<file path="src/design/dsr_pkg.sv">
// dsr_pkg: shared types, constants and fixed-point helpers for the drive
// setpoint ramp. No dependencies; used by every module under design/.
package dsr_pkg;

    // Configuration register indexes
    typedef enum logic [2:0] {
        CFG_MAX_SPEED     = 3'd0,
        CFG_SLEW_STEP     = 3'd1,
        CFG_POS_WINDOW    = 3'd2,
        CFG_SPEED_WINDOW  = 3'd3,
        CFG_TICK_PERIOD   = 3'd4
    } t_cfg_idx;

    // Pipeline stage handshake: advance strobe plus valid of the entering word
    typedef struct packed {
        logic adv;
        logic vld;
    } t_stage_ctl;

    localparam int CFG_IDX_W  = 3;
    localparam int CFG_DATA_W = 20;

    // Register reset values
    localparam logic [19:0] RST_MAX_SPEED    = 20'd163840;
    localparam logic [16:0] RST_SLEW_STEP    = 17'd655;
    localparam logic [16:0] RST_POS_WINDOW   = 17'd6554;
    localparam logic [19:0] RST_SPEED_WINDOW = 20'd98304;
    localparam logic [16:0] RST_TICK_PERIOD  = 17'd328;

    // Division by 660: drop two low bits, then multiply by ceil(2^37/165).
    // Exact for dividends below 2^29.
    localparam logic [29:0] DIV165_MULT  = 30'd832963355;
    localparam int          DIV165_SHIFT = 37;

    // Leg-length step: 0.15 and 0.03 in Q16.16
    localparam logic signed [17:0] LEG_OFFSET = 18'sd9830;
    localparam logic signed [11:0] LEG_GAIN   = 12'sd1966;
    localparam logic signed [17:0] ONE_Q16    = 18'sd65536;
    localparam logic signed [29:0] Q16_ROUND  = 30'sd65535;

    localparam logic signed [35:0] SAT_MAX = 36'sh0_7FFF_FFFF;
    localparam logic signed [35:0] SAT_MIN = 36'shF_8000_0000;

    function automatic logic signed [31:0] sat32(input logic signed [35:0] v);
        logic signed [31:0] r;
        if (v > SAT_MAX) begin
            r = 32'sh7FFF_FFFF;
        end else if (v < SAT_MIN) begin
            r = 32'sh8000_0000;
        end else begin
            r = v[31:0];
        end
        return r;
    endfunction

    // Move cur toward goal by step; snap when strictly closer than step.
    // The result always lies between cur and goal, so it fits 32 bits.
    function automatic logic signed [31:0] slew(input logic signed [31:0] cur,
                                                input logic signed [31:0] goal,
                                                input logic [16:0]        step);
        logic signed [32:0] d;
        logic        [32:0] ad;
        logic signed [32:0] s;
        logic signed [32:0] t;
        logic signed [31:0] r;
        d  = {goal[31], goal} - {cur[31], cur};
        ad = d[32] ? 33'(-d) : 33'(d);
        s  = $signed({16'd0, step});
        if (ad < {16'd0, step}) begin
            r = goal;
        end else begin
            t = (d > 33'sd0) ? ({cur[31], cur} + s) : ({cur[31], cur} - s);
            r = t[31:0];
        end
        return r;
    endfunction

    // Limit v to center +/- win, saturating the window edges
    function automatic logic signed [31:0] clamp_around(input logic signed [31:0] v,
                                                        input logic signed [31:0] c,
                                                        input logic [19:0]        win);
        logic signed [33:0] w;
        logic signed [33:0] diff;
        logic signed [33:0] hi;
        logic signed [33:0] lo;
        logic signed [31:0] r;
        w    = $signed({14'd0, win});
        diff = {{2{v[31]}}, v} - {{2{c[31]}}, c};
        hi   = {{2{c[31]}}, c} + w;
        lo   = {{2{c[31]}}, c} - w;
        if (diff > w) begin
            r = sat32({{2{hi[33]}}, hi});
        end else if (diff < -w) begin
            r = sat32({{2{lo[33]}}, lo});
        end else begin
            r = v;
        end
        return r;
    endfunction

endpackage

</file>
<file path="src/design/dsr_front.sv">
// dsr_front: stateless front stages: stick scaling to desired speed and
// leg-length speed step. Two register stages. Depends on dsr_pkg.
module dsr_front (
    input  logic               i_clk,
    input  logic               i_adv,
    input  logic signed [10:0] i_stick_forward,
    input  logic               i_drive_reversed,
    input  logic [16:0]        i_left_leg_length,
    input  logic [16:0]        i_right_leg_length,
    input  logic signed [31:0] i_measured_position,
    input  logic signed [31:0] i_measured_speed,
    input  logic [19:0]        i_max_speed,
    output logic signed [31:0] o_desired,
    output logic [16:0]        o_step,
    output logic signed [31:0] o_measured_position,
    output logic signed [31:0] o_measured_speed
);

    // stage 1: products
    logic signed [31:0] n_stick_prod;
    logic [29:0]        n_mag;
    logic [17:0]        n_leg_sum;
    logic signed [17:0] n_leg_diff;
    logic signed [29:0] n_leg_prod;

    logic [29:0]        r_mag;
    logic               r_neg;
    logic signed [29:0] r_leg_prod;
    logic signed [31:0] r_mpos1;
    logic signed [31:0] r_mspd1;

    always_comb begin
        n_stick_prod = 32'(i_stick_forward * $signed({1'b0, i_max_speed}));
        n_mag        = n_stick_prod[31] ? 30'(-n_stick_prod) : n_stick_prod[29:0];
        n_leg_sum    = {1'b0, i_left_leg_length} + {1'b0, i_right_leg_length};
        n_leg_diff   = $signed({1'b0, n_leg_sum[17:1]}) - dsr_pkg::LEG_OFFSET;
        n_leg_prod   = 30'(n_leg_diff * dsr_pkg::LEG_GAIN);
    end

    always_ff @(posedge i_clk) begin
        if (i_adv) begin
            r_mag      <= n_mag;
            r_neg      <= n_stick_prod[31] ^ i_drive_reversed;
            r_leg_prod <= n_leg_prod;
            r_mpos1    <= i_measured_position;
            r_mspd1    <= i_measured_speed;
        end
    end

    // stage 2: divide by 660 (reciprocal), sign fix, leg step
    logic [57:0]        n_recip;
    logic [20:0]        n_quot;
    logic signed [31:0] n_desired;
    logic signed [29:0] n_leg_rnd;
    logic signed [13:0] n_leg_q;
    logic signed [17:0] n_step;

    logic signed [31:0] r_desired;
    logic [16:0]        r_step;
    logic signed [31:0] r_mpos2;
    logic signed [31:0] r_mspd2;

    always_comb begin
        n_recip   = r_mag[29:2] * dsr_pkg::DIV165_MULT;
        n_quot    = n_recip[57:dsr_pkg::DIV165_SHIFT];
        n_desired = r_neg ? -$signed({11'd0, n_quot}) : $signed({11'd0, n_quot});
        // truncate toward zero
        n_leg_rnd = r_leg_prod[29] ? r_leg_prod + dsr_pkg::Q16_ROUND : r_leg_prod;
        n_leg_q   = n_leg_rnd[29:16];
        n_step    = dsr_pkg::ONE_Q16 - {{4{n_leg_q[13]}}, n_leg_q};
    end

    always_ff @(posedge i_clk) begin
        if (i_adv) begin
            r_desired <= n_desired;
            r_step    <= n_step[16:0];
            r_mpos2   <= r_mpos1;
            r_mspd2   <= r_mspd1;
        end
    end

    assign o_desired           = r_desired;
    assign o_step              = r_step;
    assign o_measured_position = r_mpos2;
    assign o_measured_speed    = r_mspd2;

endmodule

</file>
<file path="config.mk">
export PLATFORM = sky130hd
export DESIGN_NAME = dsr_front
export DESIGN_NICKNAME = d
export VERILOG_FILES = /design/src/design/dsr_pkg.sv /design/src/design/dsr_front.sv
export SDC_FILE = /design/constraint.sdc
export NUM_CORES = 2
export LEC_CHECK = 0
export ABC_AREA = 1
export BUFFER_PORTS_ARGS = -buffer_cell sky130_fd_sc_hd__buf_2
export CAP_MARGIN = 20
export CORE_AREA = 4 4 252 254
export DETAILED_ROUTE_END_ITERATION = 10
export DIE_AREA = 0 0 256 258
export GPL_ROUTABILITY_DRIVEN = 0
export PLACE_DENSITY = 0.91
export SLEW_MARGIN = 40
export SYNTH_ARGS = -nofsm -noshare
export SYNTH_HDL_FRONTEND = slang
export SYNTH_SLANG_ARGS = --single-unit
export TNS_END_PERCENT = 50
</file>
<file path="constraint.sdc">
create_clock -name i_clk -period 20.8 [get_ports i_clk]
set_input_delay 4.16 -clock i_clk [delete_from_list [all_inputs] [get_ports i_clk]]
set_output_delay 4.16 -clock i_clk [all_outputs]
set_load 0.02 [all_outputs]
</file>
* Word level (Yosys, flattened, before mapping)
Cells that the tools add are included.
** Word-level totals
- Register bits after elaboration :: 237
- Output and inout bits :: 113
- Bits of input ports :: 132
- Logic and storage cells :: 23
** Operators by class
- Add/subtract/negate cells :: 6
- Bitwise operators :: 1
- Mux-type cells :: 3
- $mul :: 3
** Operators by type and width (count)
- 30-bit 2-to-1 mux :: 2
- 28-bit by 30-bit multiplier with 58-bit output, second input constant :: 1
- 11-bit by 21-bit multiplier with 32-bit output :: 1
- 21-bit negation with 32-bit output :: 1
- 30-bit by 17-bit adder with 30-bit output, second input constant :: 1
- 30-bit negation :: 1
- 18-bit by 11-bit multiplier with 29-bit output, second input constant :: 1
- 21-bit 2-to-1 mux :: 1
- 17-bit by 17-bit adder with 18-bit output :: 1
- 17-bit by 14-bit subtractor with 18-bit output, second input constant :: 1
- 17-bit subtractor, first input constant :: 1
- 1-bit bitwise XOR :: 1

* Logic depth before layout (Yosys ltp)
- Depth after elaboration :: 3
- Gate-level depth with buffers :: 37
- Gate-level depth less buffers :: 37

* Worst setup path after synthesis
Ideal clock, no wire load.
- Kind :: in2reg
- Start :: input i_left_leg_length[0]
- End :: register r_leg_prod[29], data pin
- Cell stages on the path :: 35
- Setup slack :: 10.451 ns
- Data arrival time :: 10.089 ns
- Path buffers :: 0
- Required time :: 20.540 ns
- Library setup time :: 0.260 ns
- Path through :: nand2_1 > inv_1 > fa_1 > nand3_1 > nand3_1 > a21oi_1 > xnor2_2 > inv_1 > nor2_1 > o21ai_2 > nand2_1 > nand2_1 > nand2_1 > nand2_2 > nand2_1 > inv_1 > ha_1 > inv_1 > fa_1 > inv_1 > fa_1 > fa_1 > inv_1 > fa_1 > inv_1 > ha_1 > a21oi_1 > nor2_1 > nor2_1 > o221a_2 > nand3_1 > a21oi_1 > nor2_1 > nor2_1 > xor2_1
** Between the ends
- Longest elaborated chain between the ends :: 3
** RTL lines
- start: declaration :: RTL line dsr_front.sv:8 : input logic [16:0] i_left_leg_length,
- 17-bit by 17-bit adder with 18-bit output :: RTL line dsr_front.sv:35 : n_leg_sum = {1'b0, i_left_leg_length} + {1'b0, i_right_leg_length};
- 17-bit by 14-bit subtractor with 18-bit output :: RTL line dsr_front.sv:36 : n_leg_diff = $signed({1'b0, n_leg_sum[17:1]}) - dsr_pkg::LEG_OFFSET;
- 18-bit by 11-bit multiplier with 29-bit output :: RTL line dsr_front.sv:37 : n_leg_prod = 30'(n_leg_diff * dsr_pkg::LEG_GAIN);
- named net n_leg_prod[29] :: RTL line dsr_front.sv:24 : logic signed [29:0] n_leg_prod;
- end signal: assignment :: RTL line dsr_front.sv:44 : r_leg_prod <= n_leg_prod;
- end: declaration :: RTL line dsr_front.sv:28 : logic signed [29:0] r_leg_prod;
The timed path passes the listed nets, and every way through them passes these cells.
A chain may end at the register's enable or synchronous reset.

* Final worst setup path
- Start :: input i_left_leg_length[0]
- End :: register r_leg_prod[28], data pin
The elaborated chain is that of the path after synthesis.

==> impl_metrics.tcl <==
set metrics [dict create \
    regArea_um2 7057 \
    worstPathMaxFanout 11 \
    grt_max_degree 86 \
    ant_nets 0 \
    clock.fmax_mhz 94.21 \
    hold_buffers 0 \
    clock_sinks 235 \
    yosysWarnings 0 \
    crit_path_end_kind "register" \
    syn_nets 5464 \
    netlist_area_um2 36580 \
    synth_largest_area_cell "fa_1" \
    hold_slack_ns 0.4184 \
    slew_headroom_pct 49.33 \
    cts_setup_buffers 0 \
    synth_edf_count 235 \
    cts_resized 0 \
    syn_to_final_growth_pct 7.860 \
    final_common_cell "inv_1" \
    avgSynthCellArea_um2 8.425 \
    finClkSkew_ns 0.02716 \
    row_count 91 \
    drive_above_1_share_pct 8.867 \
    setup.worst_path.class "in2reg" \
    drv_cap 0 \
    overflow 0 \
    grt_pass1_vias 30460 \
    drv_slew 0 \
    track_usage_pct 27.43 \
    clock_path_buffers 3 \
    antenna_found_initial 3 \
    start_util_pct 59.72 \
    clk_latency_ns 0.54 \
    grt_pass1_wl_um 147700 \
    synth_top_cell_area_share_pct 26.92 \
    hold_viol_final 0 \
    start_kind "input port" \
    clk_pin_slew_ns 0.06 \
    final_cell_mix "inv_1, nand2_1, ha_1, fa_1, buf_2" \
    cts_root_buf "clkbuf_16" \
    crit_slowest_cell "fa_1" \
    r2r_slack_ns 13.60 \
    async_reset_ff_share_pct 0 \
    yosysSeqAreaShare_pct 19.29 \
    vias_per_cell 5.373 \
    port_buffers 244 \
    dr.pass1.iters 6 \
    hold_path.class "reg2reg" \
    wl_per_cell_um 16.91 \
    io_pins 245 \
    cts_buffers 24 \
    status "completed" \
    nets 5685 \
    required_ns 21.06 \
    synth_top_flop_cell "edfxtp_1" \
    critical_path.max_stage_delay_ns 0.54 \
    fillers 4638 \
    dieArea_um2 66050 \
    netlist_instances 4342 \
    vias 28860 \
    tns_ns 0 \
    routed_wl_um 90820 \
    period_share_pct 51.03 \
    ys_ff_latch 235 \
    finalSetupViolCount 0 \
    core_um2 61260 \
    arrival_ns 10.88 \
    synth_cell_types 50 \
    die_y_um 258 \
    die_w_um 256 \
    drc 0 \
    cts_tree "done" \
    worst_pin_slew_ns 0.7583 \
    post-route-min-period_ns 10.61 \
    first_iter_violations 2087 \
    rsz0062_at_grt "no" \
    multiInputGateArea_um2 24730 \
    htreeDepth 1 \
    fin_util_pct 64.41 \
    dp_hpwl_um 77690 \
    synth_area_leaders "fa_1, edfxtp_1, ha_1" \
]
[registers in the layout, indices dropped and copies added (netlist names)]
register and cells:
r_mspd1 32, o_measured_position 32, r_mpos1 32, o_step 17, r_mag 28, r_leg_prod 29, r_neg 1, o_measured_speed 32
o_desired 32
[synthesized netlist by cell type (10+ instances only)]
cell type     n
nor3_1       21
ha_1        498
nand3b_1     12
nor2_1      216
edfxtp_1    235
a21o_1       10
o21ai_0      41
xor2_1       78
xnor2_1      38
a21oi_1     106
o21bai_1     12
nor2_2       20
fa_1        492
nand4_1      41
nand3_1     141
or2_2        24
clkbuf_1     48
nand2_2      29
inv_1      1204
inv_2        20
nand2_1     982
[layout make-up]
class                      instances  area share [%]
antenna                            2         0.01268
inverter                        1225           11.65
sequential                       235           17.88
clock inverter                    12          0.3964
multi-input combinational       2830           62.67
timing repair buffer             247           3.247
tap                              790           2.505
clock buffer                      30           1.633
[through the flow]
step           area [um^2]  setup slack, ns  std cells
2_1_floorplan        36580            10.45       4342
3_3_place_gp         38610            9.823       5325
3_5_place_dp         38650            9.675       5327
4_1_cts              39450            10.23       5369
5_1_grt              39460            9.681       5371
6_report             39460            10.19       5371
[path summary, 6_finish.rpt]
kind | start | depth (start not counted) | endpoint
hold / removal | r_mpos1[11]$_DFFE_PP_ | 0 | o_measured_position[11]$_DFFE_PP_
setup / recovery | i_left_leg_length[0] | 32 | r_leg_prod[28]$_DFFE_PP_
setup reg to reg | r_mag[15]$_DFFE_PP_ | 28 | o_desired[28]$_SDFFCE_PN0P_
hold reg to reg | r_mpos1[11]$_DFFE_PP_ | 0 | o_measured_position[11]$_DFFE_PP_
[worst max-delay path, delay by kind of cell]
kind | cells | cell delay (ns)
simple gates | 10 | 1.39
compound gates | 6 | 1.14
xor+xnor | 2 | 0.35
fa+ha+maj | 7 | 3.17
buf+inv | 7 | 0.67
[cell families after synthesis]
family          Yosys count  share of synthesized area [%]
simple gates           1519                          17.56
compound gates          200                          3.082
buf+inv                1277                          13.12
xor+xnor                121                          3.000
flops                   235                          19.29
fa+ha+maj               990                          43.96
[layer usage]
metal	wire length (um)	track usage, %	vias up
met1	33350	31.98	13670
met5	14	0	-
met3	6628	4.001	391
met2	45470	49.50	1301
met4	5356	13.87	2
li1	-	-	13500
Power is left out: the tool's default activity adds up to more than one toggle a clock period on the data nets, which glitch-free logic cannot reach.
