### src/design/dsr_pkg.sv
// dsr_pkg: shared types, constants and fixed-point helpers for the drive
// setpoint ramp. No dependencies; used by every module under design/.
package dsr_pkg;

    // Configuration register indexes
    typedef enum logic [2:0] {
        CFG_MAX_SPEED     = 3'd0,
        CFG_SLEW_STEP     = 3'd1,
        CFG_POS_WINDOW    = 3'd2,
        CFG_SPEED_WINDOW  = 3'd3,
        CFG_TICK_PERIOD   = 3'd4
    } t_cfg_idx;

    // Pipeline stage handshake: advance strobe plus valid of the entering word
    typedef struct packed {
        logic adv;
        logic vld;
    } t_stage_ctl;

    localparam int CFG_IDX_W  = 3;
    localparam int CFG_DATA_W = 20;

    // Register reset values
    localparam logic [19:0] RST_MAX_SPEED    = 20'd163840;
    localparam logic [16:0] RST_SLEW_STEP    = 17'd655;
    localparam logic [16:0] RST_POS_WINDOW   = 17'd6554;
    localparam logic [19:0] RST_SPEED_WINDOW = 20'd98304;
    localparam logic [16:0] RST_TICK_PERIOD  = 17'd328;

    // Division by 660: drop two low bits, then multiply by ceil(2^37/165).
    // Exact for dividends below 2^29.
    localparam logic [29:0] DIV165_MULT  = 30'd832963355;
    localparam int          DIV165_SHIFT = 37;

    // Leg-length step: 0.15 and 0.03 in Q16.16
    localparam logic signed [17:0] LEG_OFFSET = 18'sd9830;
    localparam logic signed [11:0] LEG_GAIN   = 12'sd1966;
    localparam logic signed [17:0] ONE_Q16    = 18'sd65536;
    localparam logic signed [29:0] Q16_ROUND  = 30'sd65535;

    localparam logic signed [35:0] SAT_MAX = 36'sh0_7FFF_FFFF;
    localparam logic signed [35:0] SAT_MIN = 36'shF_8000_0000;

    function automatic logic signed [31:0] sat32(input logic signed [35:0] v);
        logic signed [31:0] r;
        if (v > SAT_MAX) begin
            r = 32'sh7FFF_FFFF;
        end else if (v < SAT_MIN) begin
            r = 32'sh8000_0000;
        end else begin
            r = v[31:0];
        end
        return r;
    endfunction

    // Move cur toward goal by step; snap when strictly closer than step.
    // The result always lies between cur and goal, so it fits 32 bits.
    function automatic logic signed [31:0] slew(input logic signed [31:0] cur,
                                                input logic signed [31:0] goal,
                                                input logic [16:0]        step);
        logic signed [32:0] d;
        logic        [32:0] ad;
        logic signed [32:0] s;
        logic signed [32:0] t;
        logic signed [31:0] r;
        d  = {goal[31], goal} - {cur[31], cur};
        ad = d[32] ? 33'(-d) : 33'(d);
        s  = $signed({16'd0, step});
        if (ad < {16'd0, step}) begin
            r = goal;
        end else begin
            t = (d > 33'sd0) ? ({cur[31], cur} + s) : ({cur[31], cur} - s);
            r = t[31:0];
        end
        return r;
    endfunction

    // Limit v to center +/- win, saturating the window edges
    function automatic logic signed [31:0] clamp_around(input logic signed [31:0] v,
                                                        input logic signed [31:0] c,
                                                        input logic [19:0]        win);
        logic signed [33:0] w;
        logic signed [33:0] diff;
        logic signed [33:0] hi;
        logic signed [33:0] lo;
        logic signed [31:0] r;
        w    = $signed({14'd0, win});
        diff = {{2{v[31]}}, v} - {{2{c[31]}}, c};
        hi   = {{2{c[31]}}, c} + w;
        lo   = {{2{c[31]}}, c} - w;
        if (diff > w) begin
            r = sat32({{2{hi[33]}}, hi});
        end else if (diff < -w) begin
            r = sat32({{2{lo[33]}}, lo});
        end else begin
            r = v;
        end
        return r;
    endfunction

endpackage

### src/design/dsr_speed.sv
// dsr_speed: speed loop stage: command slew and target speed follow/clamp.
// Holds the command and target speed state. Depends on dsr_pkg.
module dsr_speed (
    input  logic                 i_clk,
    input  logic                 i_rst_n,
    input  dsr_pkg::t_stage_ctl  i_ctl,
    input  logic signed [31:0]   i_desired,
    input  logic [16:0]          i_step,
    input  logic signed [31:0]   i_measured_position,
    input  logic signed [31:0]   i_measured_speed,
    input  logic [16:0]          i_slew_step,
    input  logic [19:0]          i_speed_window,
    output logic signed [31:0]   o_speed_command,
    output logic signed [31:0]   o_target_speed,
    output logic signed [31:0]   o_speed_raw,
    output logic signed [31:0]   o_measured_position
);

    logic signed [31:0] r_cmd;
    logic signed [31:0] r_tspd;
    logic signed [31:0] r_spd_raw;
    logic signed [31:0] r_mpos;

    logic               n_reset_cmd;
    logic signed [31:0] n_cmd;
    logic signed [31:0] n_spd_raw;
    logic signed [31:0] n_tspd;

    always_comb begin
        // zero desired or strictly opposite signs drop the command to zero
        n_reset_cmd = (i_desired == 32'sd0)
                   || (i_desired > 32'sd0 && r_cmd < 32'sd0)
                   || (i_desired < 32'sd0 && r_cmd > 32'sd0);
        n_cmd       = n_reset_cmd ? 32'sd0 : dsr_pkg::slew(r_cmd, i_desired, i_slew_step);
        n_spd_raw   = dsr_pkg::slew(r_tspd, n_cmd, i_step);
        n_tspd      = dsr_pkg::clamp_around(n_spd_raw, i_measured_speed, i_speed_window);
    end

    always_ff @(posedge i_clk) begin
        if (!i_rst_n) begin
            r_cmd  <= '0;
            r_tspd <= '0;
        end else if (i_ctl.adv && i_ctl.vld) begin
            r_cmd  <= n_cmd;
            r_tspd <= n_tspd;
        end
    end

    always_ff @(posedge i_clk) begin
        if (i_ctl.adv) begin
            r_spd_raw <= n_spd_raw;
            r_mpos    <= i_measured_position;
        end
    end

    assign o_speed_command     = r_cmd;
    assign o_target_speed      = r_tspd;
    assign o_speed_raw         = r_spd_raw;
    assign o_measured_position = r_mpos;

endmodule

### config.mk
export PLATFORM = sky130hd
export DESIGN_NAME = dsr_speed
export DESIGN_NICKNAME = d
export VERILOG_FILES = /design/src/design/dsr_pkg.sv /design/src/design/dsr_speed.sv
export SDC_FILE = /design/constraint.sdc
export NUM_CORES = 1
export LEC_CHECK = 0
export BUFFER_PORTS_ARGS = -buffer_cell sky130_fd_sc_hd__buf_2
export CORE_MARGIN = 2
export CORE_UTILIZATION = 55
export DETAILED_ROUTE_END_ITERATION = 6
export GPL_ROUTABILITY_DRIVEN = 1
export PLACE_DENSITY = 0.83
export SLEW_MARGIN = 20
export SYNTH_ARGS = -nofsm -noshare
export SYNTH_HDL_FRONTEND = slang
export SYNTH_SLANG_ARGS = --single-unit
### constraint.sdc
create_clock -name i_clk -period 21.4 [get_ports i_clk]
set_input_delay 4.28 -clock i_clk [delete_from_list [all_inputs] [get_ports i_clk]]
set_output_delay 4.28 -clock i_clk [all_outputs]
set_load 0.005 [all_outputs]
Yosys cells after proc, flatten, opt, wreduce, memory -nomap -nowiden:

Index checks and enable logic that the tools add are counted.

* register bits after elaboration: 128
* latch bits: 0
* bits in writable memories: 0
* bits in read-only memories: 0
* input bits: 154
* output and inout port bits: 128
* logic and storage cells: 49
* memories kept: 0

* add/subtract/negate cells: 12
* multiply operators: 0
* div/mod/pow operators: 0
* $lt $le $gt $ge: 14
* eq/ne operators: 0
* shift operators: 0
* multiplexer cells: 13
* bitwise operators: 0
* reduce and logical (&&, ||, !) cells: 6

Operator list (count)
* 2-to-1 mux 32 bit: 11
* subtractor 32 x 32 -> 33 bit: 3
* > comparator 33 x 1 -> 1 bit, second input constant: 2
* > comparator 33 x 32 -> 1 bit, second input constant: 2
* < comparator 33 x 17 -> 1 bit: 2
* < comparator 33 x 32 -> 1 bit, second input constant: 2
* 2-to-1 mux 33 bit: 2
* negation 33 bit: 2
* adder 32 x 18 -> 32 bit: 2
* > comparator 32 x 1 -> 1 bit, second input constant: 2
* < comparator 32 x 1 -> 1 bit, second input constant: 2
* subtractor 32 x 18 -> 32 bit: 2
* < comparator 33 x 34 -> 1 bit: 1
* negation 20 -> 34 bit: 1
* adder 32 x 21 -> 33 bit: 1
* > comparator 33 x 21 -> 1 bit: 1
* subtractor 32 x 21 -> 33 bit: 1
* logical NOT 32 bit: 1
* logical AND 1 bit: 3
* logical OR 1 bit: 2

Logic depth before layout (Yosys ltp):

* word-level depth: 15
* depth in mapped cells: 91
* depth with buffers taken out: 81

Least setup slack after synthesis:

Ideal clock, no wire load.

* kind: in2reg
* start point: input i_desired[0]
* end point: register r_tspd[24] (netlist: o_target_speed[24])
* setup time: 0.117 ns
* arrival: 21.412 ns
* path slack: -0.129 ns
* stages on the path: 82
* buffers on the path: 6
* path through: inv_1 -> ha_1 -> fa_1 -> nor2b_1 -> o31a_1 -> o211ai_1 -> a2111oi_2 -> or2_2 -> a21oi_1 -> o31a_1 -> clkbuf_1 -> clkbuf_1 -> nand2_1 -> o21ai_0 -> ha_1 -> a21boi_0 -> o21a_1 -> o21a_1 -> [... 46 more ...] -> o21a_1 -> o21ai_0 -> nand2b_1 -> a21o_1 -> a21oi_1 -> xnor2_1 -> ha_1 -> and4_1 -> nand3_1 -> or4_1 -> o221ai_1 -> nand3b_1 -> nor4_1 -> a31oi_1 -> clkbuf_1 -> nor3_1 -> o21ai_0 -> a32o_1

* word-level cells in the longest chain between the ends: 15
* elaborated cells between the ends (all ways): 27
* those cells by class: add/sub (5); order compare (8); mux (9); reduce/logical (5)

RTL lines
* from (decl): RTL line dsr_speed.sv:7 `input logic signed [31:0] i_desired,`
* subtractor 32 x 32 -> 33 bit: RTL line dsr_pkg.sv:66 `d = {goal[31], goal} - {cur[31], cur};`
* negation 33 bit: RTL line dsr_pkg.sv:67 `ad = d[32] ? 33'(-d) : 33'(d);`
* 2-to-1 mux 33 bit: RTL line dsr_pkg.sv:67
* < comparator 33 x 17 -> 1 bit: RTL line dsr_pkg.sv:69 `if (ad < {16'd0, step}) begin`
* 2-to-1 mux 32 bit: RTL line dsr_pkg.sv:69
* 2-to-1 mux 32 bit (*): RTL line dsr_speed.sv:34 `n_cmd = n_reset_cmd ? 32'sd0 : dsr_pkg::slew(r_cmd, i_desired, i_slew_step);`
* subtractor 32 x 32 -> 33 bit: RTL line dsr_pkg.sv:66
* negation 33 bit: RTL line dsr_pkg.sv:67
* 2-to-1 mux 33 bit: RTL line dsr_pkg.sv:67
* < comparator 33 x 17 -> 1 bit: RTL line dsr_pkg.sv:69
* 2-to-1 mux 32 bit (*): RTL line dsr_pkg.sv:69
* named net n_spd_raw[4]: RTL line dsr_speed.sv:26 `logic signed [31:0] n_spd_raw;`
* subtractor 32 x 32 -> 33 bit (*): RTL line dsr_pkg.sv:88 `diff = {{2{v[31]}}, v} - {{2{c[31]}}, c};`
* < comparator 33 x 34 -> 1 bit: RTL line dsr_pkg.sv:93 `end else if (diff < -w) begin`
* 2-to-1 mux 32 bit: RTL line dsr_pkg.sv:93
* 2-to-1 mux 32 bit (*): RTL line dsr_pkg.sv:91 `if (diff > w) begin`
* to (signal assigned): RTL line dsr_speed.sv:45 `r_tspd <= n_tspd;`
* to (decl): RTL line dsr_speed.sv:20 `logic signed [31:0] r_tspd;`

The timed path passes the listed nets; every way through them passes the cells marked *.
A chain may end at the register's enable or synchronous reset.

Final worst setup path:

* start point: input i_desired[2]
* end point: register r_tspd[21] (netlist: o_target_speed[21])

* word-level cells in the longest chain between the ends: 15
* elaborated cells between the ends (all ways): 27
* those cells by class: add/sub (5); order compare (8); mux (9); reduce/logical (5)

RTL lines
* subtractor 32 x 32 -> 33 bit: RTL line dsr_pkg.sv:66
* negation 33 bit: RTL line dsr_pkg.sv:67
* 2-to-1 mux 33 bit: RTL line dsr_pkg.sv:67
* < comparator 33 x 17 -> 1 bit: RTL line dsr_pkg.sv:69
* 2-to-1 mux 32 bit: RTL line dsr_pkg.sv:69
* 2-to-1 mux 32 bit (*): RTL line dsr_speed.sv:34
* named net n_cmd[12]: RTL line dsr_speed.sv:25 `logic signed [31:0] n_cmd;`
* subtractor 32 x 32 -> 33 bit (*): RTL line dsr_pkg.sv:66
* negation 33 bit: RTL line dsr_pkg.sv:67
* 2-to-1 mux 33 bit: RTL line dsr_pkg.sv:67
* < comparator 33 x 17 -> 1 bit: RTL line dsr_pkg.sv:69
* 2-to-1 mux 32 bit (*): RTL line dsr_pkg.sv:69
* named net n_spd_raw[4]: RTL line dsr_speed.sv:26
* subtractor 32 x 32 -> 33 bit (*): RTL line dsr_pkg.sv:88
* < comparator 33 x 34 -> 1 bit: RTL line dsr_pkg.sv:93
* 2-to-1 mux 32 bit: RTL line dsr_pkg.sv:93
* 2-to-1 mux 32 bit (*): RTL line dsr_pkg.sv:91

Marked as above.

==> results.json <==
{
  "die_x_um": 208,
  "post-place-ws_ns": -0.538,
  "postLayoutCoreUtil_pct": 64.4,
  "die-area_mm2": 0.0431,
  "coreArea_mm2": 0.0408,
  "place.gp.congestion": 1.09,
  "synth_area_mm2": 0.0228,
  "critPathArrivalTime_ns": 21.09,
  "area_delta_synth_final_pct": 15.4,
  "fin_crit_ns": 20.72,
  "dr.pass1.iters": 7,
  "ys_types": 95,
  "grt-ovfl-total": 0,
  "synth.net_count": 3519,
  "drive_gt1_share_pct": 16.4,
  "cts_made_buffers": 17,
  "synthTopCellsByArea": "ha_1, edfxtp_1, xnor2_1",
  "relSlewSlack_pct": 21.1,
  "crit_path_max_incr_delay_ns": 0.52,
  "regArea_mm2": 0.00320,
  "drt_iter0_drc": 3082,
  "routed_wl_um": 90100,
  "io_pins": 282,
  "grt_pass1_vias": 24400,
  "async_flop_share_pct": 0,
  "hold_slack_ns": 0.649,
  "yosysTopAreaCellShare_pct": 15.5,
  "grt_start_max_net_pins": 75,
  "cts_tree": "built",
  "worst-path-buf-inv": 5,
  "io_buffer_count": 281,
  "wire_per_inst_um": 23.0,
  "die_h_um": 208,
  "path_clk_slew_ns": 0.08,
  "start_kind": "primary input",
  "setup_slack_ns": 0.679,
  "netlist.top_cell.by_area": "ha_1",
  "drv_slew": 0,
  "via_per_inst": 6.69,
  "crit_path_frequent_cell": "a21oi_1",
  "rsz0062_at_grt": "yes",
  "cts_buffer_depth": 2,
  "cts-root-buf": "clkbuf_16",
  "synth-edff-count": 64,
  "synth_cells": 3075,
  "r2r-start": "o_speed_command[14]$_SDFFE_PN0P_",
  "path_delay_family": "compound AO/OA/AOI/OAI gates",
  "finalSetupViolations": 0,
  "start_util_pct": 55.8,
  "final_nets": 3818,
  "vias": 26200,
  "criticalPathCategory": "primary input to flop",
  "yosysMostFrequentCell": "ha_1",
  "placedInstanceArea_mm2": 0.0252,
  "drcViolationCount": 0,
  "worst_slew_pin_slew_ns": 1.17,
  "slowest_stage": "or4_1",
  "cts_hold_buffers": 0,
  "yosys_warnings": 0,
  "multiInputGateArea_mm2": 0.0187,
  "yosysSeqAreaShare_pct": 14.1,
  "status": "complete, no violations",
  "antenna_found_initial": 5,
  "cap_violations": 0,
  "synth_ff_type": "edfxtp_1",
  "grtUsageTotal_pct": 39.7,
  "fillers": 3665,
  "grt_pass1_wl_um": 136000,
  "hp-start": "o_target_speed[2]$_SDFFE_PN0P_",
  "avgSynthCellArea_um2": 7.41,
  "synth_commonest_cells": "ha_1, nand2_1, nor2_1",
  "crit_required_ns": 21.76,
  "antenna_left": 0,
  "dp_hpwl_um": 71900,
  "finalClockSkew_ns": 0.0180,
  "clock_sinks": 128,
  "hold_class": "flop to flop",
  "cp-startpoint": "i_desired[2]",
  "h-tree-depth": 4,
  "hold_viol_final": 0,
  "fin_crit_sh_pct": 96.8,
  "row_count": 74,
  "fin_area_mm2": 0.0263,
  "fmax_mhz": 48.3,
  "ys_ff_latch": 128,
  "worstPathMaxFanout": 28,
  "insertion_delay_ns": 0.44,
  "crit_path_end_kind": "flop"
}
-- placed cells by master, fill, tap and decap left out, drive strengths merged, types with 75 or more instances in the layout --
| cell | count |
|---|---|
| inv | 233 |
| a21oi | 223 |
| xnor2 | 187 |
| nor3 | 76 |
| buf | 400 |
| and2 | 75 |
| nand2 | 240 |
| ha | 283 |
| o31ai | 78 |
| o21ai | 202 |
| a21o | 89 |
| nor2 | 238 |
-- flip-flops by register name, indices dropped and copies added, names as in the netlist --
| register | count |
|---|---|
| o_measured_position | 32 |
| o_speed_command | 32 |
| o_speed_raw | 32 |
| o_target_speed | 32 |
-- per-stage QoR --
stage	cells	setup TNS, ns
global route	3919	-4.03
detailed placement	3868	-13.64
global placement	3868	-1.49
finish	3920	0
CTS	3900	0
floorplan	3075	0
-- path summary, 6_finish.rpt --
check | end | slack [ns] | depth (start not counted)
max reg2reg | o_target_speed[21]$_SDFFE_PN0P_ | 4.09 | 76
min reg2reg | o_target_speed[2]$_SDFFE_PN0P_ | 0.65 | 1
max | o_target_speed[21]$_SDFFE_PN0P_ | 0.68 | 78
min | o_target_speed[2]$_SDFFE_PN0P_ | 0.65 | 1
-- repair_timing --
item                                    4_1_cts  5_1_grt
gates cloned                                  0        1
buffers inserted                              0       18
pin swaps                                     0       20
endpoints found under the setup margin       23       32
resized for setup                             1       94
-- metal layers --
| layer | share of wire [%] | global-route usage [%] | up-vias |
|---|---|---|---|
| met5 | 0.073 | 0 | - |
| met1 | 38 | 49.7 | 12000 |
| met3 | 12 | 10.4 | 459 |
| li1 | - | - | 12000 |
| met2 | 42 | 61.2 | 1713 |
| met4 | 7.4 | 24.0 | 4 |
-- logic make-up (layout without fill, tap and decap cells) --
group	after synthesis	count (layout)	share of synthesized area, %
mux	35	35	1.55
compound gates	1008	1008	30.2
buf+inv	342	654	5.73
simple gates	1030	1030	23.0
flops	128	128	14.1
xor+xnor	240	240	9.22
fa+ha+maj	292	292	16.2
other cells	0	1	0
-- layout make-up --
class	count	share of cell area, %
timing repair buffer	400	8.94
inverter	222	3.17
antenna	1	0.00952
clock buffer	17	1.62
multi-input combinational	2605	71.0
clock inverter	15	0.538
tap	532	2.53
sequential	128	12.2
Power is not shown: default switching activity piles up to over one toggle a cycle in this logic, so the estimate is an artifact.
