==> src/design/dsr_pkg.sv <==
// dsr_pkg: shared types, constants and fixed-point helpers for the drive
// setpoint ramp. No dependencies; used by every module under design/.
package dsr_pkg;

    // Configuration register indexes
    typedef enum logic [2:0] {
        CFG_MAX_SPEED     = 3'd0,
        CFG_SLEW_STEP     = 3'd1,
        CFG_POS_WINDOW    = 3'd2,
        CFG_SPEED_WINDOW  = 3'd3,
        CFG_TICK_PERIOD   = 3'd4
    } t_cfg_idx;

    // Pipeline stage handshake: advance strobe plus valid of the entering word
    typedef struct packed {
        logic adv;
        logic vld;
    } t_stage_ctl;

    localparam int CFG_IDX_W  = 3;
    localparam int CFG_DATA_W = 20;

    // Register reset values
    localparam logic [19:0] RST_MAX_SPEED    = 20'd163840;
    localparam logic [16:0] RST_SLEW_STEP    = 17'd655;
    localparam logic [16:0] RST_POS_WINDOW   = 17'd6554;
    localparam logic [19:0] RST_SPEED_WINDOW = 20'd98304;
    localparam logic [16:0] RST_TICK_PERIOD  = 17'd328;

    // Division by 660: drop two low bits, then multiply by ceil(2^37/165).
    // Exact for dividends below 2^29.
    localparam logic [29:0] DIV165_MULT  = 30'd832963355;
    localparam int          DIV165_SHIFT = 37;

    // Leg-length step: 0.15 and 0.03 in Q16.16
    localparam logic signed [17:0] LEG_OFFSET = 18'sd9830;
    localparam logic signed [11:0] LEG_GAIN   = 12'sd1966;
    localparam logic signed [17:0] ONE_Q16    = 18'sd65536;
    localparam logic signed [29:0] Q16_ROUND  = 30'sd65535;

    localparam logic signed [35:0] SAT_MAX = 36'sh0_7FFF_FFFF;
    localparam logic signed [35:0] SAT_MIN = 36'shF_8000_0000;

    function automatic logic signed [31:0] sat32(input logic signed [35:0] v);
        logic signed [31:0] r;
        if (v > SAT_MAX) begin
            r = 32'sh7FFF_FFFF;
        end else if (v < SAT_MIN) begin
            r = 32'sh8000_0000;
        end else begin
            r = v[31:0];
        end
        return r;
    endfunction

    // Move cur toward goal by step; snap when strictly closer than step.
    // The result always lies between cur and goal, so it fits 32 bits.
    function automatic logic signed [31:0] slew(input logic signed [31:0] cur,
                                                input logic signed [31:0] goal,
                                                input logic [16:0]        step);
        logic signed [32:0] d;
        logic        [32:0] ad;
        logic signed [32:0] s;
        logic signed [32:0] t;
        logic signed [31:0] r;
        d  = {goal[31], goal} - {cur[31], cur};
        ad = d[32] ? 33'(-d) : 33'(d);
        s  = $signed({16'd0, step});
        if (ad < {16'd0, step}) begin
            r = goal;
        end else begin
            t = (d > 33'sd0) ? ({cur[31], cur} + s) : ({cur[31], cur} - s);
            r = t[31:0];
        end
        return r;
    endfunction

    // Limit v to center +/- win, saturating the window edges
    function automatic logic signed [31:0] clamp_around(input logic signed [31:0] v,
                                                        input logic signed [31:0] c,
                                                        input logic [19:0]        win);
        logic signed [33:0] w;
        logic signed [33:0] diff;
        logic signed [33:0] hi;
        logic signed [33:0] lo;
        logic signed [31:0] r;
        w    = $signed({14'd0, win});
        diff = {{2{v[31]}}, v} - {{2{c[31]}}, c};
        hi   = {{2{c[31]}}, c} + w;
        lo   = {{2{c[31]}}, c} - w;
        if (diff > w) begin
            r = sat32({{2{hi[33]}}, hi});
        end else if (diff < -w) begin
            r = sat32({{2{lo[33]}}, lo});
        end else begin
            r = v;
        end
        return r;
    endfunction

endpackage

==> src/design/dsr_position.sv <==
// dsr_position: position integration (multiply stage, then accumulate and
// clamp) and the result register. Depends on dsr_pkg.
module dsr_position (
    input  logic                 i_clk,
    input  logic                 i_rst_n,
    input  dsr_pkg::t_stage_ctl  i_ctl,
    input  logic signed [31:0]   i_speed_raw,
    input  logic signed [31:0]   i_measured_position,
    input  logic signed [31:0]   i_speed_command,
    input  logic signed [31:0]   i_target_speed,
    input  logic [16:0]          i_tick_period,
    input  logic [16:0]          i_position_window,
    output logic signed [31:0]   o_speed_command,
    output logic signed [31:0]   o_target_speed,
    output logic signed [31:0]   o_target_position
);

    // stage 4: speed * period
    logic signed [49:0] r_prod;
    logic signed [31:0] r_mpos;
    logic signed [31:0] r_cmd4;
    logic signed [31:0] r_tspd4;

    always_ff @(posedge i_clk) begin
        if (i_ctl.adv) begin
            r_prod  <= 50'(i_speed_raw * $signed({1'b0, i_tick_period}));
            r_mpos  <= i_measured_position;
            r_cmd4  <= i_speed_command;
            r_tspd4 <= i_target_speed;
        end
    end

    // stage 5: accumulate floor(prod / 2^16), saturate, clamp
    logic signed [33:0] n_inc;
    logic signed [35:0] n_sum;
    logic signed [31:0] n_pos;

    logic signed [31:0] r_pos;
    logic signed [31:0] r_cmd5;
    logic signed [31:0] r_tspd5;

    always_comb begin
        n_inc = r_prod[49:16];
        n_sum = {{4{r_pos[31]}}, r_pos} + {{2{n_inc[33]}}, n_inc};
        n_pos = dsr_pkg::clamp_around(dsr_pkg::sat32(n_sum), r_mpos,
                                      {3'd0, i_position_window});
    end

    always_ff @(posedge i_clk) begin
        if (!i_rst_n) begin
            r_pos <= '0;
        end else if (i_ctl.adv && i_ctl.vld) begin
            r_pos <= n_pos;
        end
    end

    always_ff @(posedge i_clk) begin
        if (i_ctl.adv) begin
            r_cmd5  <= r_cmd4;
            r_tspd5 <= r_tspd4;
        end
    end

    assign o_speed_command   = r_cmd5;
    assign o_target_speed    = r_tspd5;
    assign o_target_position = r_pos;

endmodule

==> config.mk <==
export PLATFORM = sky130hd
export DESIGN_NAME = dsr_position
export DESIGN_NICKNAME = d
export VERILOG_FILES = /design/src/design/dsr_pkg.sv /design/src/design/dsr_position.sv
export SDC_FILE = /design/constraint.sdc
export NUM_CORES = 2
export LEC_CHECK = 0
export BUFFER_PORTS_ARGS = -buffer_cell sky130_fd_sc_hd__buf_2
export CAP_MARGIN = 10
export CORE_MARGIN = 4
export CORE_UTILIZATION = 60
export DETAILED_ROUTE_END_ITERATION = 8
export GPL_TIMING_DRIVEN = 0
export PLACE_DENSITY = 0.77
export SLEW_MARGIN = 20
export SYNTH_ARGS = -nofsm -noshare
export SYNTH_HDL_FRONTEND = slang
export SYNTH_SLANG_ARGS = --single-unit
export TNS_END_PERCENT = 5
==> constraint.sdc <==
create_clock -name i_clk -period 10.3 [get_ports i_clk]
set_clock_uncertainty 0.05 [all_clocks]
set_input_delay 0.515 -clock i_clk [delete_from_list [all_inputs] [get_ports i_clk]]
set_output_delay 0.515 -clock i_clk [all_outputs]
set_load 0.05 [all_outputs]
# == Word-level counts from Yosys, hierarchy flattened ==
# Index checks and enable logic that the tools add are counted.
# op_classes
n_mux,8
n_lt_le_gt_ge,8
reduce_logical,1
n_mul,1
addsub,5
# ops
op,n
32-bit 2-to-1 mux,8
33-bit by 32-bit greater-than comparator with 1-bit output (second input constant),2
33-bit by 32-bit less-than comparator with 1-bit output (second input constant),2
32-bit by 18-bit multiplier with 50-bit output,1
32-bit by 34-bit adder with 35-bit output,1
35-bit by 32-bit greater-than comparator with 1-bit output (second input constant),1
35-bit by 32-bit less-than comparator with 1-bit output (second input constant),1
33-bit by 34-bit less-than comparator with 1-bit output,1
17-bit negator with 34-bit output,1
32-bit by 18-bit adder with 33-bit output,1
33-bit by 18-bit greater-than comparator with 1-bit output,1
32-bit by 18-bit subtractor with 33-bit output,1
32-bit by 32-bit subtractor with 33-bit output,1
1-bit logical AND,1
# totals
reg_bits,242
wordCells,30
in_bits,166
out_inout_bits,96

# == Depth between registers and ports, before layout ==
# logic_depth
word_depth,8
mapped_depth,40

# == Least setup slack after synthesis ==
# OpenSTA, ideal clock, no wires.
# synth_path
path_type,flip-flop to flip-flop
from,"reg r_pos[0], in the netlist o_target_position[0]"
to,"reg r_pos[26], in the netlist o_target_position[26]"
t_arrival_ns,7.780
path_slack_ns,2.343
t_required_ns,10.123
stages_incl_launch_ff,38
path_buffers,5
setup_time_ns,0.127
path_cell_list,dfxtp_1 ha_1 inv_1 fa_1 nor2b_1 o31a_1 o221a_2 o31ai_2 a31oi_1 a41oi_1 o21ai_1 or2_1 buf_2 buf_2 buf_1 nand2_1 nand2_1 ha_1 (+2 left out) o2111ai_2 o21bai_1 or4b_2 nand3_1 ha_1 nand4_1 a2111oi_0 o21ai_0 a211oi_1 o22ai_1 a32oi_1 a21oi_1 or2_1 buf_2 buf_2 a211o_1 a211oi_1 a211oi_2
# synth_between
elab_chain_cells,8
# synth_lines
item,line_no,source
start: declaration,dsr_position.sv:38,logic signed [31:0] r_pos;
start signal: assignment,dsr_position.sv:53,r_pos <= n_pos;
32-bit by 34-bit adder with 35-bit output (*),dsr_position.sv:44,"n_sum = {{4{r_pos[31]}}, r_pos} + {{2{n_inc[33]}}, n_inc};"
35-bit by 32-bit less-than comparator with 1-bit output,dsr_pkg.sv:48,end else if (v < SAT_MIN) begin
32-bit 2-to-1 mux,dsr_pkg.sv:48,
32-bit 2-to-1 mux (*),dsr_pkg.sv:46,if (v > SAT_MAX) begin
32-bit by 32-bit subtractor with 33-bit output,dsr_pkg.sv:88,"diff = {{2{v[31]}}, v} - {{2{c[31]}}, c};"
33-bit by 34-bit less-than comparator with 1-bit output,dsr_pkg.sv:93,end else if (diff < -w) begin
32-bit 2-to-1 mux,dsr_pkg.sv:93,
32-bit 2-to-1 mux (*),dsr_pkg.sv:91,if (diff > w) begin
# Mark *: on every way between the ends. The rest lies on a longest branch, timed or not.
# A chain may end at the register's enable or synchronous reset.

# == Worst setup path after layout ==
# layout_path
from,"reg r_pos[16], in the netlist o_target_position[16]"
to,"reg r_pos[0], in the netlist o_target_position[0]"
# Same word-level chain as after synthesis.

==> results.yml <==
die:
  die_width_microns: 245
  floorplan.die_area_sq_um: 60000
  floorplan.io_pins: 262
  core-area_sq_um: 55300
  initial_core_util_pct: 60.9
  die_height_microns: 245
  placementRows: 86
logic_synthesis:
  netlist-cell-type-count: 94
  synth_seq_area_share_pct: 19.2
  synth_enable_flop_cells: 194
  ys_async_sr_fraction_pct: 0
  synthesis.area_per_instance_sq_um: 9.29
  post_synth_instance_area_sq_um: 33700
  postSynthRegisterBits: 226
  postSynth.topFlopCell: "sky130_fd_sc_hd__edfxtp_1"
  mappedNetlistNets: 4582
  yosys_warnings: 0
  synth_cells: 3628
setup_path:
  reg2reg_from: "o_target_position[16]"
  max_stage_delay_ns: 0.63
  crit_slowest_cell: "sky130_fd_sc_hd__or4b_2"
  critPathCaptureType: "flop"
  start_kind: "flop"
  crit_buf_inv: 6
  path_depth: 36
  r2r_end: "o_target_position[0]"
  required_time_reported_for_the_critical_path_endpoint_ns: 10.76
  arrival_ns: 10.47
  worstRegToRegCells: 36
  worst_path_dominant_cell_family: "compound AO/OA/AOI/OAI gates"
  cpMostUsedCell: "sky130_fd_sc_hd__buf_2"
  path_class: "flop to flop"
  critical_path.startpoint: "o_target_position[16]"
  worstPathMaxFanout: 10
  worst-r2r-setup-slack_ns: 0.29
min_path:
  worst_hold_path.endpoint: "r_mpos[16]"
  worstHoldStart: "i_measured_position[16]"
  min-delay-path-class: "input pin to flop"
  hold-path-cell-count: 1
routing:
  drt_wl_total_microns: 98000
  drt-pass1-iter-count: 6
  drc: 0
  route.detailed.wl_per_inst_microns: 20.9
  ant_nets: 0
  detailroute.via_count: 27100
  drtIter0Drc: 2290
  avgViaCountPerCell: 5.77
sta:
  slew_headroom_pct: 22.1
  worst-slew-pin-transition_ns: 1.14
  report.final.slew_viol_count: 0
  final-hold-violation-count: 0
  grt_setup_unrepaired: "no"
  min_period_over_period_pct: 97.2
  post-route-worst-setup-slack_ns: 0.291
  maxClockFrequency_mhz: 99.9
  fin_crit_ns: 10.01
  report.final.setup_viol: 0
grt:
  first_global_vias: 28300
  grtUsageTotal_pct: 32.9
  most_used_routing_layer: "met2"
  grt_util_met2_pct: 55.7
  grt_pass1_wl_microns: 155000
  gr-usage-met1_pct: 41.9
  initial_antenna_violation_count: 1
  grt_max_degree: 102
  use_met3_pct: 4.94
  grt_remaining_overflow: 0
clock_network:
  holdBufCountCts: 0
  clkLatencyLatePin_ns: 0.57
  tritoncts.num_buffers: 27
  clk_pin_slew_ns: 0.06
  cts_tree: "yes"
  post-cts-setup-buffer-count: 0
  clock_tree.root_cell: "sky130_fd_sc_hd__clkbuf_16"
  clock_sinks: 226
  h-tree-depth: 1
  clockBufferDepth: 3
final_layout:
  drive_gt1_share_pct: 9.14
  layout.cells.most_common: "sky130_fd_sc_hd__inv_1"
  nNetsFinal: 4872
  post_layout_utilization_of_the_core_pct: 66.8
  area_delta_synth_final_pct: 9.59
  layout.cells.most_common_list: "sky130_fd_sc_hd__inv_1 (641), sky130_fd_sc_hd__fa_1 (523), sky130_fd_sc_hd__nand2_1 (487)"
placed_design:
  dp_worst_setup_slack_ns: -0.250
  gp_congestion: 0.978
  portBuffers: 260
  place.detailed.hpwl_microns: 82300
flow_run:
  maxCapViolCount: 0
run_status:
  outcome: "completed"
==> cell usage after synthesis, types with 4 or more instances <==
master | n | area [sq um]
sky130_fd_sc_hd__dfxtp_1 | 32 | 641
sky130_fd_sc_hd__a21o_1 | 61 | 458
sky130_fd_sc_hd__xor2_1 | 30 | 263
sky130_fd_sc_hd__edfxtp_1 | 194 | 5830
sky130_fd_sc_hd__and2_1 | 207 | 1290
sky130_fd_sc_hd__fa_1 | 523 | 10500
sky130_fd_sc_hd__a221o_1 | 5 | 50.1
sky130_fd_sc_hd__nand2b_1 | 19 | 119
sky130_fd_sc_hd__o21ai_1 | 6 | 30.0
sky130_fd_sc_hd__o31ai_1 | 11 | 82.6
sky130_fd_sc_hd__o21bai_1 | 13 | 97.6
sky130_fd_sc_hd__a211oi_1 | 50 | 375
sky130_fd_sc_hd__clkbuf_1 | 128 | 480
sky130_fd_sc_hd__ha_1 | 265 | 3320
sky130_fd_sc_hd__nand4_1 | 26 | 163
sky130_fd_sc_hd__buf_1 | 6 | 22.5
sky130_fd_sc_hd__a32o_1 | 6 | 60.1
sky130_fd_sc_hd__o22ai_1 | 6 | 37.5
sky130_fd_sc_hd__nor2b_1 | 21 | 131
sky130_fd_sc_hd__nor2_1 | 143 | 537
sky130_fd_sc_hd__nor4_1 | 10 | 62.6
sky130_fd_sc_hd__a21oi_1 | 141 | 706
sky130_fd_sc_hd__buf_6 | 4 | 45.0
sky130_fd_sc_hd__o21ai_0 | 114 | 571
sky130_fd_sc_hd__a221oi_1 | 6 | 52.6
sky130_fd_sc_hd__nand2_1 | 487 | 1830
sky130_fd_sc_hd__a21boi_0 | 9 | 67.6
sky130_fd_sc_hd__buf_2 | 14 | 70.1
sky130_fd_sc_hd__xnor2_1 | 115 | 1010
sky130_fd_sc_hd__o31a_1 | 4 | 35.0
sky130_fd_sc_hd__o211ai_1 | 23 | 173
sky130_fd_sc_hd__and3_1 | 26 | 163
sky130_fd_sc_hd__a2111oi_0 | 13 | 114
sky130_fd_sc_hd__o21a_1 | 38 | 285
sky130_fd_sc_hd__a211o_1 | 22 | 193
sky130_fd_sc_hd__nor3_1 | 41 | 205
sky130_fd_sc_hd__a22o_1 | 4 | 35.0
sky130_fd_sc_hd__or2_2 | 6 | 37.5
sky130_fd_sc_hd__a31oi_1 | 13 | 81.3
sky130_fd_sc_hd__or4_1 | 6 | 45.0
sky130_fd_sc_hd__inv_1 | 641 | 2410
sky130_fd_sc_hd__o41ai_1 | 4 | 35.0
sky130_fd_sc_hd__nand3_1 | 40 | 200
sky130_fd_sc_hd__or3_1 | 13 | 81.3
==> registers in the layout, indices dropped and copies added (netlist names) <==
| signal | flops |
|---|---|
| o_target_speed | 32 |
| r_cmd4 | 32 |
| r_prod | 34 |
| r_mpos | 32 |
| o_speed_command | 32 |
| o_target_position | 32 |
| r_tspd4 | 32 |
==> layer usage <==
metal | share of wire, % | routed length (microns) | vias to the layer above
met3 | 7.9 | 7740 | 293
li1 | - | - | 12300
met4 | 5.8 | 5640 | 0
met5 | 0 | 0 | -
met1 | 39 | 37800 | 13200
met2 | 48 | 46900 | 1213
==> cell families (layout without fill, tap and decap cells) <==
| group | Yosys count | after routing | share of synthesized area [%] |
|---|---|---|---|
| other | 0 | 1 | 0 |
| xor gates and xnor gates | 145 | 145 | 3.77 |
| muxes | 3 | 3 | 0.0891 |
| and+or+nand+nor | 1072 | 1072 | 15.1 |
| adders and majority gates | 788 | 788 | 40.9 |
| buffers and inverters | 797 | 1108 | 9.04 |
| DFF | 226 | 226 | 19.2 |
| AOI/OAI and AO/OA | 597 | 597 | 11.9 |
==> through the flow <==
step	cell area [sq um]	TNS [ns]	hold WS, ns	cells
detailed placement	36000	-0.504	0.355	4637
floorplan	33700	0	0.350	3628
global placement	35900	-0.435	0.350	4636
CTS	36900	0	0.0479	4687
global route	36900	0	0.0499	4688
finish	36900	0	0.0684	4688
==> worst register-to-register path, delay by kind of cell (launching register included) <==
family / cells / cell delay (ns)
AOI/OAI and AO/OA: 17 / 4.66
adders and majority gates: 3 / 0.78
buffers and inverters: 6 / 1.67
DFF: 1 / 0.48
and+or+nand+nor: 10 / 2.30
==> what timing repair did <==
| action | CTS | global route |
|---|---|---|
| resized for setup | 4 | 8 |
| setup endpoints to repair | 17 | 31 |
| pin swaps | 0 | 0 |
| cloned | 0 | 0 |
==> worst max path at each step <==
stage                                       end
final                      o_target_position[0]
after global routing       o_target_position[0]
after CTS                  o_target_position[0]
after detailed placement   o_target_position[0]
after global placement     o_target_position[0]
after floorplan           o_target_position[26]
==> area by class of cell <==
cell class              count  area (sq um)
diodes                      1          2.50
clock buffers              35           746
inverters                 642          2410
plain buffers             155           643
well taps                 748           936
clock inverters            15           169
multi-input cells        2605         24200
flip-flops and latches    226          6470
repair buffers            261          1340
fillers                  4633         18400
Power is left out: the tool's default activity adds up to more than one toggle a clock period on the data nets, which glitch-free logic cannot reach.
